`src/rtl/bvg_pkg.sv`:
```
`default_nettype none
// Package for the battery voltage gauge: widths and the request and response
// words of the shared bit-serial divider. No dependencies.
package bvg_pkg;

  localparam int unsigned DIV_W = 32;
  localparam int unsigned DSR_W = 16;
  localparam int unsigned DIV_CNT_W = $clog2(DIV_W + 1);

  typedef struct packed {
    logic             start;
    logic [DIV_W-1:0] dividend;
    logic [DSR_W-1:0] divisor;
  } div_req_t;

  typedef struct packed {
    logic             done;
    logic [DIV_W-1:0] quotient;
  } div_rsp_t;

endpackage : bvg_pkg
`default_nettype wire

```
`src/rtl/bvg_div.sv`:
```
`default_nettype none
// Restoring radix-2 divider for a DIV_W-bit dividend, one quotient bit per cycle.
// Depends on bvg_pkg for widths and the request and response structs.
module bvg_div (
  input  wire logic              clk_i,
  input  wire logic              rst_ni,
  input  wire bvg_pkg::div_req_t req_i,
  output bvg_pkg::div_rsp_t      rsp_o
);
  import bvg_pkg::*;

  logic                 busy_q, busy_d;
  logic                 done_q, done_d;
  logic [DIV_CNT_W-1:0] cnt_q, cnt_d;
  logic [DSR_W-1:0]     rem_q, rem_d;
  logic [DIV_W-1:0]     quo_q, quo_d;
  logic [DSR_W-1:0]     dsr_q, dsr_d;
  logic [DSR_W:0]       trial;
  logic                 fits;

  always_comb begin
    trial  = {rem_q, quo_q[DIV_W-1]};
    fits   = trial >= {1'b0, dsr_q};
    busy_d = busy_q;
    done_d = 1'b0;
    cnt_d  = cnt_q;
    rem_d  = rem_q;
    quo_d  = quo_q;
    dsr_d  = dsr_q;
    if (req_i.start) begin
      busy_d = 1'b1;
      cnt_d  = DIV_CNT_W'(DIV_W);
      rem_d  = '0;
      quo_d  = req_i.dividend;
      dsr_d  = req_i.divisor;
    end else if (busy_q) begin
      rem_d = fits ? DSR_W'(trial - {1'b0, dsr_q}) : trial[DSR_W-1:0];
      quo_d = {quo_q[DIV_W-2:0], fits};
      cnt_d = cnt_q - DIV_CNT_W'(1);
      if (cnt_q == DIV_CNT_W'(1)) begin
        busy_d = 1'b0;
        done_d = 1'b1;
      end
    end
  end

  always_ff @(posedge clk_i or negedge rst_ni) begin
    if (!rst_ni) begin
      busy_q <= 1'b0;
      done_q <= 1'b0;
      cnt_q  <= '0;
    end else begin
      busy_q <= busy_d;
      done_q <= done_d;
      cnt_q  <= cnt_d;
    end
  end

  always_ff @(posedge clk_i) begin
    rem_q <= rem_d;
    quo_q <= quo_d;
    dsr_q <= dsr_d;
  end

  assign rsp_o.done     = done_q;
  assign rsp_o.quotient = quo_q;

endmodule : bvg_div
`default_nettype wire

```
`src/rtl/battery_voltage_gauge.sv`:
```
`default_nettype none
// Battery voltage gauge: averages converter samples and turns them into a
// battery voltage and a charge percent. Depends on bvg_pkg and bvg_div.
//
// Input words (s_axis) carry an action in tuser: update request, good sample
// or failed conversion. A request starts a burst when a converter is attached
// and no measurement exists yet or the update interval has run out; detached,
// it yields an error word, otherwise the held snapshot; in a burst, nothing.
// Samples and failures count only in a burst. Words are taken only when idle.
// The word that closes a burst starts the end-of-burst arithmetic: up to four
// divisions on the shared bit-serial divider (average, converter millivolts,
// battery millivolts, percent) with multiply steps between them, then the
// result word. Words that only reply go straight to the emit step.
// Result words (m_axis) sit in an output register; while the receiver stalls
// the block keeps taking words that give no result, and holds in its emit
// step once a second result is due. Reset restores the register defaults,
// clears the snapshot and counters and drops any pending word.
// Configuration is written through cfg_we_i, cfg_idx_i and cfg_wdata_i.
module battery_voltage_gauge #(
  parameter int unsigned SAMPLES_PER_UPDATE = 8,
  parameter int unsigned ADC_BITS           = 12
) (
  input  wire logic          clk_i,
  input  wire logic          rst_ni,
  input  wire logic          cfg_we_i,
  input  wire logic [2:0]    cfg_idx_i,
  input  wire logic [31:0]   cfg_wdata_i,
  input  wire logic          s_axis_tvalid,
  output logic               s_axis_tready,
  // now_ms[31:0], sample[43:32], fail_status[45:44], zero pad
  input  wire logic [47:0]   s_axis_tdata,
  // action[1:0]
  input  wire logic [1:0]    s_axis_tuser,
  output logic               m_axis_tvalid,
  input  wire logic          m_axis_tready,
  // raw_average[11:0], adc_mv[24:12], vbat_mv[40:25], percent[47:41],
  // update_count[79:48], error_count[111:80], last_status[113:112], zero pad
  output logic [119:0]       m_axis_tdata,
  // fresh[0], valid_res[1]
  output logic [1:0]         m_axis_tuser
);
  import bvg_pkg::*;

  localparam int unsigned CNT_W = $clog2(SAMPLES_PER_UPDATE + 1);
  localparam int unsigned SUM_W = 12 + $clog2(SAMPLES_PER_UPDATE);
  localparam logic [DSR_W-1:0] FULL_SCALE = DSR_W'((1 << ADC_BITS) - 1);

  localparam logic [1:0] ACT_REQ    = 2'd0;
  localparam logic [1:0] ACT_SAMPLE = 2'd1;
  localparam logic [1:0] ACT_FAIL   = 2'd2;

  localparam logic [1:0] STAT_OK  = 2'd0;
  localparam logic [1:0] STAT_ERR = 2'd1;

  localparam logic [2:0] REG_ATTACHED = 3'd0;
  localparam logic [2:0] REG_INTERVAL = 3'd1;
  localparam logic [2:0] REG_REF      = 3'd2;
  localparam logic [2:0] REG_TOP      = 3'd3;
  localparam logic [2:0] REG_BOTTOM   = 3'd4;
  localparam logic [2:0] REG_EMPTY    = 3'd5;
  localparam logic [2:0] REG_FULL     = 3'd6;

  localparam logic [3:0] ST_IDLE    = 4'd0;
  localparam logic [3:0] ST_AVG_DIV = 4'd1;
  localparam logic [3:0] ST_ADC_MUL = 4'd2;
  localparam logic [3:0] ST_ADC_DIV = 4'd3;
  localparam logic [3:0] ST_BAT_MUL = 4'd4;
  localparam logic [3:0] ST_BAT_DIV = 4'd5;
  localparam logic [3:0] ST_PCT_MUL = 4'd6;
  localparam logic [3:0] ST_PCT_DIV = 4'd7;
  localparam logic [3:0] ST_EMIT    = 4'd8;

  // configuration
  logic        attached_q;
  logic [31:0] interval_q;
  logic [12:0] ref_q;
  logic [15:0] top_q;
  logic [15:0] bottom_q;
  logic [15:0] empty_q;
  logic [15:0] full_q;

  always_ff @(posedge clk_i or negedge rst_ni) begin
    if (!rst_ni) begin
      attached_q <= 1'b0;
      interval_q <= 32'd1000;
      ref_q      <= 13'd3300;
      top_q      <= 16'd2200;
      bottom_q   <= 16'd1000;
      empty_q    <= 16'd3300;
      full_q     <= 16'd4200;
    end else if (cfg_we_i) begin
      unique case (cfg_idx_i)
        REG_ATTACHED: attached_q <= cfg_wdata_i[0];
        REG_INTERVAL: interval_q <= cfg_wdata_i;
        REG_REF:      ref_q      <= cfg_wdata_i[12:0];
        REG_TOP:      top_q      <= cfg_wdata_i[15:0];
        REG_BOTTOM:   bottom_q   <= cfg_wdata_i[15:0];
        REG_EMPTY:    empty_q    <= cfg_wdata_i[15:0];
        REG_FULL:     full_q     <= cfg_wdata_i[15:0];
        default: ;
      endcase
    end
  end

  // state
  logic [3:0]       state_q, state_d;
  logic             start_q, start_d;
  logic             in_burst_q, in_burst_d;
  logic [SUM_W-1:0] sum_q, sum_d;
  logic [CNT_W-1:0] cnt_q, cnt_d;
  logic [31:0]      last_q, last_d;
  logic             fresh_q, fresh_d;
  logic             snap_valid_q, snap_valid_d;
  logic [11:0]      snap_raw_q, snap_raw_d;
  logic [12:0]      snap_adc_q, snap_adc_d;
  logic [15:0]      snap_bat_q, snap_bat_d;
  logic [6:0]       snap_pct_q, snap_pct_d;
  logic [31:0]      measure_q, measure_d;
  logic [31:0]      failure_q, failure_d;
  logic [1:0]       status_q, status_d;
  logic             m_valid_q, m_valid_d;
  logic [119:0]     m_data_q, m_data_d;
  logic [1:0]       m_user_q, m_user_d;
  logic [31:0]      prod_q, prod_d;
  logic [16:0]      topbot_q, topbot_d;

  logic             accept;
  logic [1:0]       action;
  logic [31:0]      now_ms;
  logic [11:0]      sample;
  logic [1:0]       fail_status;
  logic [CNT_W-1:0] cnt_inc;
  logic [31:0]      elapsed;
  logic [15:0]      span;
  logic [15:0]      excess;
  logic [16:0]      mul_a;
  logic [16:0]      mul_b;
  logic [33:0]      mul_p;
  logic             div_done;
  div_req_t         div_req;
  div_rsp_t         div_rsp;

  assign s_axis_tready = (state_q == ST_IDLE);
  assign accept        = s_axis_tvalid && s_axis_tready;
  assign action        = s_axis_tuser;
  assign now_ms        = s_axis_tdata[31:0];
  assign sample        = s_axis_tdata[43:32];
  assign fail_status   = s_axis_tdata[45:44];
  assign cnt_inc       = cnt_q + CNT_W'(1);
  assign elapsed       = now_ms - last_q;
  assign span          = full_q - empty_q;
  assign excess        = snap_bat_q - empty_q;
  assign div_done      = div_rsp.done && !start_q;

  always_comb begin
    unique case (state_q)
      ST_ADC_MUL: begin
        mul_a = 17'(snap_raw_q);
        mul_b = 17'(ref_q);
      end
      ST_BAT_MUL: begin
        mul_a = 17'(snap_adc_q);
        mul_b = topbot_q;
      end
      ST_PCT_MUL: begin
        mul_a = 17'(excess);
        mul_b = 17'd100;
      end
      default: begin
        mul_a = '0;
        mul_b = '0;
      end
    endcase
    mul_p = mul_a * mul_b;
  end

  always_comb begin
    div_req.start = start_q;
    unique case (state_q)
      ST_AVG_DIV: begin
        div_req.dividend = DIV_W'(sum_q) + DIV_W'(cnt_q >> 1);
        div_req.divisor  = DSR_W'(cnt_q);
      end
      ST_ADC_DIV: begin
        div_req.dividend = prod_q + DIV_W'(FULL_SCALE >> 1);
        div_req.divisor  = FULL_SCALE;
      end
      ST_BAT_DIV: begin
        div_req.dividend = prod_q + DIV_W'(bottom_q >> 1);
        div_req.divisor  = bottom_q;
      end
      ST_PCT_DIV: begin
        div_req.dividend = prod_q + DIV_W'(span >> 1);
        div_req.divisor  = span;
      end
      default: begin
        div_req.dividend = '0;
        div_req.divisor  = '0;
      end
    endcase
  end

  bvg_div u_div (
    .clk_i  (clk_i),
    .rst_ni (rst_ni),
    .req_i  (div_req),
    .rsp_o  (div_rsp)
  );

  always_comb begin
    state_d      = state_q;
    start_d      = 1'b0;
    in_burst_d   = in_burst_q;
    sum_d        = sum_q;
    cnt_d        = cnt_q;
    last_d       = last_q;
    fresh_d      = fresh_q;
    snap_valid_d = snap_valid_q;
    snap_raw_d   = snap_raw_q;
    snap_adc_d   = snap_adc_q;
    snap_bat_d   = snap_bat_q;
    snap_pct_d   = snap_pct_q;
    measure_d    = measure_q;
    failure_d    = failure_q;
    status_d     = status_q;
    prod_d       = prod_q;
    topbot_d     = topbot_q;
    m_valid_d    = m_valid_q && !m_axis_tready;
    m_data_d     = m_data_q;
    m_user_d     = m_user_q;

    unique case (state_q)
      ST_IDLE: begin
        if (accept) begin
          case (action)
            ACT_REQ: begin
              if (!in_burst_q) begin
                if (!attached_q) begin
                  snap_valid_d = 1'b0;
                  status_d     = STAT_ERR;
                  fresh_d      = 1'b0;
                  state_d      = ST_EMIT;
                end else if (measure_q != '0 && elapsed < interval_q) begin
                  fresh_d = 1'b0;
                  state_d = ST_EMIT;
                end else begin
                  in_burst_d = 1'b1;
                  sum_d      = '0;
                  cnt_d      = '0;
                  last_d     = now_ms;
                end
              end
            end
            ACT_SAMPLE: begin
              if (in_burst_q) begin
                sum_d = sum_q + SUM_W'(sample);
                cnt_d = cnt_inc;
                if (cnt_inc == CNT_W'(SAMPLES_PER_UPDATE)) begin
                  in_burst_d = 1'b0;
                  status_d   = STAT_OK;
                  fresh_d    = 1'b1;
                  start_d    = 1'b1;
                  state_d    = ST_AVG_DIV;
                end
              end
            end
            ACT_FAIL: begin
              if (in_burst_q) begin
                in_burst_d = 1'b0;
                failure_d  = failure_q + 32'd1;
                status_d   = (fail_status == STAT_OK) ? STAT_ERR : fail_status;
                if (cnt_q == '0) begin
                  snap_valid_d = 1'b0;
                  fresh_d      = 1'b0;
                  state_d      = ST_EMIT;
                end else begin
                  fresh_d = 1'b1;
                  start_d = 1'b1;
                  state_d = ST_AVG_DIV;
                end
              end
            end
            default: ;
          endcase
        end
      end
      ST_AVG_DIV: begin
        if (div_done) begin
          snap_raw_d = (|div_rsp.quotient[DIV_W-1:12]) ? 12'hFFF
                                                       : div_rsp.quotient[11:0];
          state_d    = ST_ADC_MUL;
        end
      end
      ST_ADC_MUL: begin
        prod_d   = mul_p[31:0];
        topbot_d = 17'(top_q) + 17'(bottom_q);
        start_d  = 1'b1;
        state_d  = ST_ADC_DIV;
      end
      ST_ADC_DIV: begin
        if (div_done) begin
          snap_adc_d = (|div_rsp.quotient[DIV_W-1:13]) ? 13'h1FFF
                                                       : div_rsp.quotient[12:0];
          if (bottom_q == '0) begin
            snap_bat_d = 16'hFFFF;
            state_d    = ST_PCT_MUL;
          end else begin
            state_d = ST_BAT_MUL;
          end
        end
      end
      ST_BAT_MUL: begin
        prod_d  = mul_p[31:0];
        start_d = 1'b1;
        state_d = ST_BAT_DIV;
      end
      ST_BAT_DIV: begin
        if (div_done) begin
          snap_bat_d = (|div_rsp.quotient[DIV_W-1:16]) ? 16'hFFFF
                                                       : div_rsp.quotient[15:0];
          state_d    = ST_PCT_MUL;
        end
      end
      ST_PCT_MUL: begin
        if (snap_bat_q <= empty_q || snap_bat_q >= full_q) begin
          snap_pct_d   = (snap_bat_q <= empty_q) ? 7'd0 : 7'd100;
          measure_d    = measure_q + 32'd1;
          snap_valid_d = 1'b1;
          state_d      = ST_EMIT;
        end else begin
          prod_d  = mul_p[31:0];
          start_d = 1'b1;
          state_d = ST_PCT_DIV;
        end
      end
      ST_PCT_DIV: begin
        if (div_done) begin
          snap_pct_d   = div_rsp.quotient[6:0];
          measure_d    = measure_q + 32'd1;
          snap_valid_d = 1'b1;
          state_d      = ST_EMIT;
        end
      end
      ST_EMIT: begin
        if (!m_valid_q || m_axis_tready) begin
          m_valid_d = 1'b1;
          m_data_d  = {6'd0, status_q, failure_q, measure_q, snap_pct_q,
                       snap_bat_q, snap_adc_q, snap_raw_q};
          m_user_d  = {snap_valid_q, fresh_q};
          state_d   = ST_IDLE;
        end
      end
      default: state_d = ST_IDLE;
    endcase
  end

  always_ff @(posedge clk_i or negedge rst_ni) begin
    if (!rst_ni) begin
      state_q      <= ST_IDLE;
      start_q      <= 1'b0;
      in_burst_q   <= 1'b0;
      sum_q        <= '0;
      cnt_q        <= '0;
      last_q       <= '0;
      fresh_q      <= 1'b0;
      snap_valid_q <= 1'b0;
      snap_raw_q   <= '0;
      snap_adc_q   <= '0;
      snap_bat_q   <= '0;
      snap_pct_q   <= '0;
      measure_q    <= '0;
      failure_q    <= '0;
      status_q     <= STAT_OK;
      m_valid_q    <= 1'b0;
    end else begin
      state_q      <= state_d;
      start_q      <= start_d;
      in_burst_q   <= in_burst_d;
      sum_q        <= sum_d;
      cnt_q        <= cnt_d;
      last_q       <= last_d;
      fresh_q      <= fresh_d;
      snap_valid_q <= snap_valid_d;
      snap_raw_q   <= snap_raw_d;
      snap_adc_q   <= snap_adc_d;
      snap_bat_q   <= snap_bat_d;
      snap_pct_q   <= snap_pct_d;
      measure_q    <= measure_d;
      failure_q    <= failure_d;
      status_q     <= status_d;
      m_valid_q    <= m_valid_d;
    end
  end

  always_ff @(posedge clk_i) begin
    prod_q   <= prod_d;
    topbot_q <= topbot_d;
    m_data_q <= m_data_d;
    m_user_q <= m_user_d;
  end

  assign m_axis_tvalid = m_valid_q;
  assign m_axis_tdata  = m_data_q;
  assign m_axis_tuser  = m_user_q;

endmodule : battery_voltage_gauge
`default_nettype wire
```
`config.mk`:
```
export PLATFORM = sky130hd
export DESIGN_NAME = battery_voltage_gauge
export DESIGN_NICKNAME = d
export VERILOG_FILES = /design/src/rtl/bvg_pkg.sv /design/src/rtl/bvg_div.sv /design/src/rtl/battery_voltage_gauge.sv
export SDC_FILE = /design/constraint.sdc
export NUM_CORES = 2
export LEC_CHECK = 0
export BUFFER_PORTS_ARGS = -buffer_cell sky130_fd_sc_hd__buf_2
export CORE_ASPECT_RATIO = 0.7
export CORE_MARGIN = 5
export CORE_UTILIZATION = 55
export DETAILED_ROUTE_END_ITERATION = 12
export GPL_TIMING_DRIVEN = 0
export PLACE_DENSITY_LB_ADDON = 0.25
export SYNTH_ARGS = -nofsm -noshare
export SYNTH_HDL_FRONTEND = slang
export SYNTH_SLANG_ARGS = --single-unit
```
`constraint.sdc`:
```
create_clock -name clk_i -period 18 [get_ports clk_i]
set_input_delay 3.6 -clock clk_i [delete_from_list [all_inputs] [get_ports clk_i]]
set_output_delay 3.6 -clock clk_i [all_outputs]
set_load 0.1 [all_outputs]
```
; ---- Word level (Yosys, flattened, before mapping)
; Cells that the tools add are included.
[classes]
bitwise = 2
order_cmp = 4
addsub = 14
mux = 96
eq_ne = 44
n_mul = 1
n_reduce_logical = 48
[ops]
columns = op, n
row1 = $pmux 48 s4, 1
row2 = $mux 32, 5
row3 = $pmux 32 s2, 2
row4 = $mux 16, 5
row5 = $mux 4, 18
row6 = $add 32x1->32 const B, 2
row7 = $add 32x15->32, 2
row8 = $mux 15, 4
row9 = $pmux 17 s3, 1
row10 = $pmux 16 s3, 1
row11 = $sub 16x16->16, 3
row12 = $pmux 4 s9, 1
row13 = $add 32x11->32 const B, 1
row14 = $lt 32x32->1, 1
row15 = $mul 17x17->32, 1
row16 = $mux 1, 32
row17 = $pmux 16 s2, 1
row18 = $reduce_bool 32->1, 1
row19 = $sub 32x32->32, 1
row20 = $ne 2x2->1 const B, 15
row21 = $pmux 15 s2, 1
row22 = $reduce_and 2->1, 11
row23 = $mux 7, 3
row24 = $ne 3x3->1 const B, 7
row25 = other kinds (53), 89
[totals]
elab_cells = 242
output_inout_bits = 124
inputBits = 90
reg_bits = 521

; ---- Longest topological paths before layout
[logic_depth]
depth_word = 9
depth_mapped = 34
ltp_nobuf = 33

; ---- Cells and area by module
; A second synthesis with hierarchy kept.
[hier_totals]
hier_cells = 3639
hier_area_um2 = 37029.3
[by_module_without_submodules]
columns = module, area_per_inst_um2, seq_area_each_um2, cells_per_inst, instances
row1 = battery_voltage_gauge, 32990.4, 12101.6, 3269, 1
row2 = bvg_div, 4038.9, 1961.9, 370, 1

; ---- Worst setup path before layout
; Ideal clock, no wire load.
[synth_path]
path_kind = input to register
startpoint = input port m_axis_tready
endpoint = register m_data_q[0], in the netlist m_axis_tdata[0], enable pin
required_ns = 17.370
cell_stages = 2
n_path_buf = 0
setup_ns = 0.630
t_arrival_ns = 9.241
path_slack_ns = 8.130
cell_sequence = inv_1 -> a21oi_1
[synth_via]
elab_chain_len = 2
[synth_rtl]
columns = element, line
row1 = from (decl), battery_voltage_gauge.sv:35  ; input wire logic m_axis_tready,
row2 = $logic_or 1x1->1, battery_voltage_gauge.sv:345  ; if (!m_valid_q || m_axis_tready) begin
row3 = $reduce_and 2->1 (no source line), -
row4 = to (signal assigned), battery_voltage_gauge.sv:398  ; m_data_q <= m_data_d;
row5 = to (decl), battery_voltage_gauge.sv:122  ; logic [119:0] m_data_q, m_data_d;
; Every way passes these cells.
; A chain may end at the register's enable or synchronous reset.

; ---- Worst setup path in the final report
[layout_path]
startpoint = register state_q[3]
endpoint = register prod_q[27], data pin
[layout_via]
elab_chain_len = 5
elab_cells_between_ends = 9
classes_between = 1 x mul / 3 x eq/ne / 4 x mux / 1 x reduce/logical
[layout_rtl]
columns = element, line
row1 = from (decl), battery_voltage_gauge.sv:106  ; logic [3:0] state_q, state_d;
row2 = from (signal assigned), battery_voltage_gauge.sv:376  ; state_q <= state_d;
row3 = $eq 4x3->1 / $eq 4x2->1 (equally long branches), battery_voltage_gauge.sv:156  ; unique case (state_q)
row4 = $pmux 16 s3 / $pmux 17 s3 (equally long branches), battery_voltage_gauge.sv:156
row5 = $mul 17x17->32 (*), battery_voltage_gauge.sv:174  ; mul_p = mul_a * mul_b;
row6 = named net mul_p[27], battery_voltage_gauge.sv:138  ; logic [33:0] mul_p;
row7 = $mux 32, battery_voltage_gauge.sv:325  ; if (snap_bat_q <= empty_q || snap_bat_q >= full_q) begin
row8 = $pmux 32 s2 (*), battery_voltage_gauge.sv:232  ; unique case (state_q)
row9 = to (signal assigned), battery_voltage_gauge.sv:396  ; prod_q <= prod_d;
row10 = to (decl), battery_voltage_gauge.sv:124  ; logic [31:0] prod_q, prod_d;
; The timed path passes the listed nets; every way through them passes the cells marked *. The select of a mux whose other input is x is not followed.

==> report_table.html <==
<table>
<tr><th>Metric</th><th>Value</th></tr>
<tr><th colspan="2">Critical path</th></tr>
<tr><td>Class of the most critical setup path</td><td>reg2reg</td></tr>
<tr><td>Cell type with the highest occurrence count on the critical path</td><td>fa_1</td></tr>
<tr><td>Largest fanout on the critical path</td><td>10</td></tr>
<tr><td>Worst path slowest cell</td><td>nor4_1</td></tr>
<tr><td>Signal arrival time at the worst endpoint</td><td>11.05 ns</td></tr>
<tr><td>Count of cells along the worst register-to-register path</td><td>29</td></tr>
<tr><td>Largest incremental delay on the critical path</td><td>0.88 ns</td></tr>
<tr><td>Launching element type of the critical path</td><td>flop</td></tr>
<tr><td>Endpoint kind of the worst setup timing path</td><td>flop</td></tr>
<tr><td>Data required time at the worst endpoint</td><td>18.40 ns</td></tr>
<tr><th colspan="2">Global routing</th></tr>
<tr><td>Number of antenna violations at the first check in global routing</td><td>0</td></tr>
<tr><td>Number of global-route vias before repair</td><td>26330</td></tr>
<tr><td>Grt ovf</td><td>0</td></tr>
<tr><td>Pin count of the biggest net entering global routing</td><td>102</td></tr>
<tr><td>GRT Overall Usage</td><td>27.79%</td></tr>
<tr><td>Global-route wire length before repair</td><td>153900 um</td></tr>
<tr><th colspan="2">Logic synthesis</th></tr>
<tr><td>Top flip-flop cell by instance count after synthesis</td><td>dfrtp_1</td></tr>
<tr><td>Area fraction in compound gates after synthesis</td><td>12.35%</td></tr>
<tr><td>Warnings, synthesis</td><td>0</td></tr>
<tr><td>Arithmetic-cell share of the synthesized area counting full adders, half adders and majority gates</td><td>21.68%</td></tr>
<tr><td>Simple-gate share of the synthesized area</td><td>12.44%</td></tr>
<tr><td>Synth Area in XOR/XNOR</td><td>5.147%</td></tr>
<tr><td>Synthesized area per cell</td><td>10.34 um2</td></tr>
<tr><td>EDFF count, synth</td><td>213</td></tr>
<tr><td>Dominant combinational cell family by area after synthesis</td><td>adder cells</td></tr>
<tr><td>Gate count of the mapped netlist</td><td>3504</td></tr>
<tr><td>Cell area after synthesis</td><td>36240 um2</td></tr>
<tr><td>Sequential fraction of the synthesis area</td><td>38.80%</td></tr>
<tr><td>Synth cell types</td><td>93</td></tr>
<tr><td>Multiplexer share of the synthesized area</td><td>3.753%</td></tr>
<tr><td>Number of synthesized register bits</td><td>521</td></tr>
<tr><td>Fraction of registers with async set/reset</td><td>56.05%</td></tr>
<tr><th colspan="2">Routing</th></tr>
<tr><td>Routed wire per std cell</td><td>20.82 um</td></tr>
<tr><td>Vias after detailed routing</td><td>27350</td></tr>
<tr><td>Number of iterations in the first detailed-routing pass</td><td>8</td></tr>
<tr><td>Number of antenna-violating nets in the routed design</td><td>0</td></tr>
<tr><td>Vias per cell</td><td>5.771</td></tr>
<tr><td>Residual DRC count</td><td>0</td></tr>
<tr><td>First DRT Iteration DRCs</td><td>2743</td></tr>
<tr><td>Total Wirelength</td><td>98700 um</td></tr>
<tr><th colspan="2">Cells and area</th></tr>
<tr><td>Area added between synthesis and finish</td><td>11.70%</td></tr>
<tr><td>Fraction of layout cells with a size suffix above 1</td><td>12.98%</td></tr>
<tr><td>Top library cells by usage in the layout, fill and taps aside</td><td>inv_1 (437), ha_1 (284), nand2_1 (278)</td></tr>
<tr><td>Most common cell after layout, fill and taps aside</td><td>inv_1</td></tr>
<tr><td>Final Util</td><td>62.29%</td></tr>
<tr><td>Nets</td><td>4405</td></tr>
<tr><td>Final antenna diode count</td><td>0</td></tr>
<tr><th colspan="2">STA</th></tr>
<tr><td>Worst relative slew slack</td><td>9.722%</td></tr>
<tr><td>Minimum period implied by the final worst setup slack</td><td>10.66 ns</td></tr>
<tr><td>Endpoints failing hold</td><td>0</td></tr>
<tr><td>Maximum frequency from static timing analysis</td><td>93.83 MHz</td></tr>
<tr><td>Setup violation total in the final timing report</td><td>0</td></tr>
<tr><td>Worst hold slack</td><td>0.4376 ns</td></tr>
<tr><td>Transition at the pin with the smallest max-transition slack</td><td>1.346 ns</td></tr>
<tr><td>Fin crit share</td><td>59.21%</td></tr>
<tr><td>Fin. max-slew vios</td><td>0</td></tr>
<tr><td>RSZ-0062 raised after global routing</td><td>no</td></tr>
<tr><td>Setup Skew</td><td>0.05100 ns</td></tr>
<tr><td>Setup TNS</td><td>0 ns</td></tr>
<tr><th colspan="2">Clocking</th></tr>
<tr><td>Clock Path Buffers</td><td>3</td></tr>
<tr><td>PostCTS Resize Cnt</td><td>0</td></tr>
<tr><td>Clock buffers created by TritonCTS</td><td>52</td></tr>
<tr><td>TritonCTS clock tree</td><td>yes</td></tr>
<tr><td>Clock slew at reported path FFs</td><td>0.07 ns</td></tr>
<tr><td>Count of hold buffers inserted by post-cts repair</td><td>0</td></tr>
<tr><td>Clock Sink Count</td><td>521</td></tr>
<tr><td>Depth of the CTS H-tree</td><td>2</td></tr>
<tr><td>Worst skew pair latency</td><td>0.65 ns</td></tr>
<tr><td>Clock Tree Root</td><td>clkbuf_16</td></tr>
<tr><td>Post-CTS setup buffer count</td><td>0</td></tr>
<tr><th colspan="2">Power and ir drop</th></tr>
<tr><td>Max rail drop VDD</td><td>0.0001046 V</td></tr>
<tr><td>Areal power density over the cells</td><td>128.1 nW/um2</td></tr>
<tr><td>Static Leak</td><td>18.31 nW</td></tr>
<tr><th colspan="2">Floorplan</th></tr>
<tr><td>Die area</td><td>71210 um2</td></tr>
<tr><td>Horizontal die dimension</td><td>316.8 um</td></tr>
<tr><td>Placeable core region</td><td>65000 um2</td></tr>
<tr><td>Initial Utilization</td><td>55.76%</td></tr>
<tr><td>Die Height</td><td>224.8 um</td></tr>
<tr><td>Site Rows</td><td>78</td></tr>
<tr><td>I/O pin count</td><td>214</td></tr>
<tr><th colspan="2">Place</th></tr>
<tr><td>Number of input and output port buffers inserted</td><td>203</td></tr>
<tr><td>Dpl hpwl</td><td>78400 um</td></tr>
<tr><td>Final weighted congestion in routability-driven placement</td><td>0.9860</td></tr>
<tr><th colspan="2">Outcome</th></tr>
<tr><td>Outcome</td><td>finished, final reports clean</td></tr>
<tr><th colspan="2">Hold path</th></tr>
<tr><td>Path type of the worst min-delay path</td><td>reg2reg</td></tr>
<tr><td>Worst hold stages</td><td>0</td></tr>
<tr><th colspan="2">Flow run</th></tr>
<tr><td>Number of maximum-capacitance constraint violations</td><td>0</td></tr>
</table>
## metal layers
metal / routed length (um) / track usage [%] / up-vias
li1: - / - / 12720
met1: 45190 / 42.30 / 13400
met2: 40740 / 39.46 / 1081
met3: 10270 / 7.949 / 148
met4: 2499 / 6.667 / 0
met5: 0 / 0 / -
## layout make-up
class | instances | area, um2
clock buffers | 76 | 1515
flip-flops and latches | 521 | 14060
repair buffers | 213 | 1204
clock inverters | 22 | 232.7
fillers | 5370 | 24510
multi-input cells | 2481 | 20260
plain buffers | 109 | 462.9
inverters | 438 | 1644
well taps | 880 | 1101
## worst max-delay path: cells and delay by family (launching register included)
family          cells  cell delay, ns
fa+ha+maj           7            3.44
compound gates      9            3.01
buf+inv             9            2.18
simple gates        3            1.28
flops               1            0.38
xor+xnor            1            0.09
## registers in the layout, indices dropped and copies added (netlist names), 4 cells and up
register      cells
m_axis_tdata    114
failure_q        32
interval_q       32
last_q           32
measure_q        32
prod_q           32
u_div.quo_q      32
topbot_q         17
bottom_q         16
empty_q          16
full_q           16
snap_bat_q       16
top_q            16
u_div.dsr_q      16
u_div.rem_q      16
sum_q            15
ref_q            13
snap_adc_q       13
snap_raw_q       12
snap_pct_q        7
u_div.cnt_q       6
cnt_q             4
state_q           4
## path summary, 6_finish.rpt
check	from	end	slack, ns
max	state_q[3]	prod_q[27]	7.34
min	snap_pct_q[5]	m_axis_tdata[46]	0.44
min in group asynchronous	rst_ni	measure_q[20]	2.95
min reg2reg	snap_pct_q[5]	m_axis_tdata[46]	0.44
max reg2reg	state_q[3]	prod_q[27]	7.34
max in group asynchronous	rst_ni	last_q[9]	13.59
## synthesized netlist by cell type (all sizes together) (36+ instances only)
library cell | number | share of area [%]
inv | 438 | 4.5
ha | 284 | 9.8
nand2 | 280 | 2.9
dfrtp | 260 | 18
nor2 | 249 | 2.6
fa | 215 | 12
edfxtp | 213 | 18
o21ai | 152 | 2.1
xnor2 | 144 | 3.5
a21oi | 139 | 1.9
mux2 | 111 | 3.4
clkbuf | 85 | 0.88
nand3 | 80 | 1.2
xor2 | 69 | 1.7
nand4 | 50 | 0.90
a21o | 49 | 1.0
nor3 | 48 | 0.72
and3 | 45 | 0.78
a211oi | 36 | 0.76
## metrics by stage
step                area (um2)  instances  power, mW  setup WS (ns)
global route             40480       4740      5.501          7.099
floorplan                36410       3549      3.375          8.130
global placement         38530       4632      3.983          5.788
CTS                      40480       4740      5.158          7.403
finish                   40480       4740      5.185          7.342
detailed placement       38730       4642      4.024          7.437
## logic make-up after synthesis
| group | count (synthesis) |
|---|---|
| AO/OA/AOI/OAI | 668 |
| XOR/XNOR | 213 |
| adder cells (fa/ha/maj) | 499 |
| buffers and inverters | 547 |
| flip-flops | 521 |
| multiplexers | 122 |
| other | 2 |
| AND/OR/NAND/NOR | 932 |
## power breakdown
| part | leakage (nW) | switching [mW] | internal (mW) |
|---|---|---|---|
| sequential | 6.01 | 0.271 | 1.59 |
| clock | 0.842 | 0.497 | 0.611 |
| combinational | 11.5 | 1.37 | 0.852 |
No activity file was read; power rests on OpenSTA's default activity.
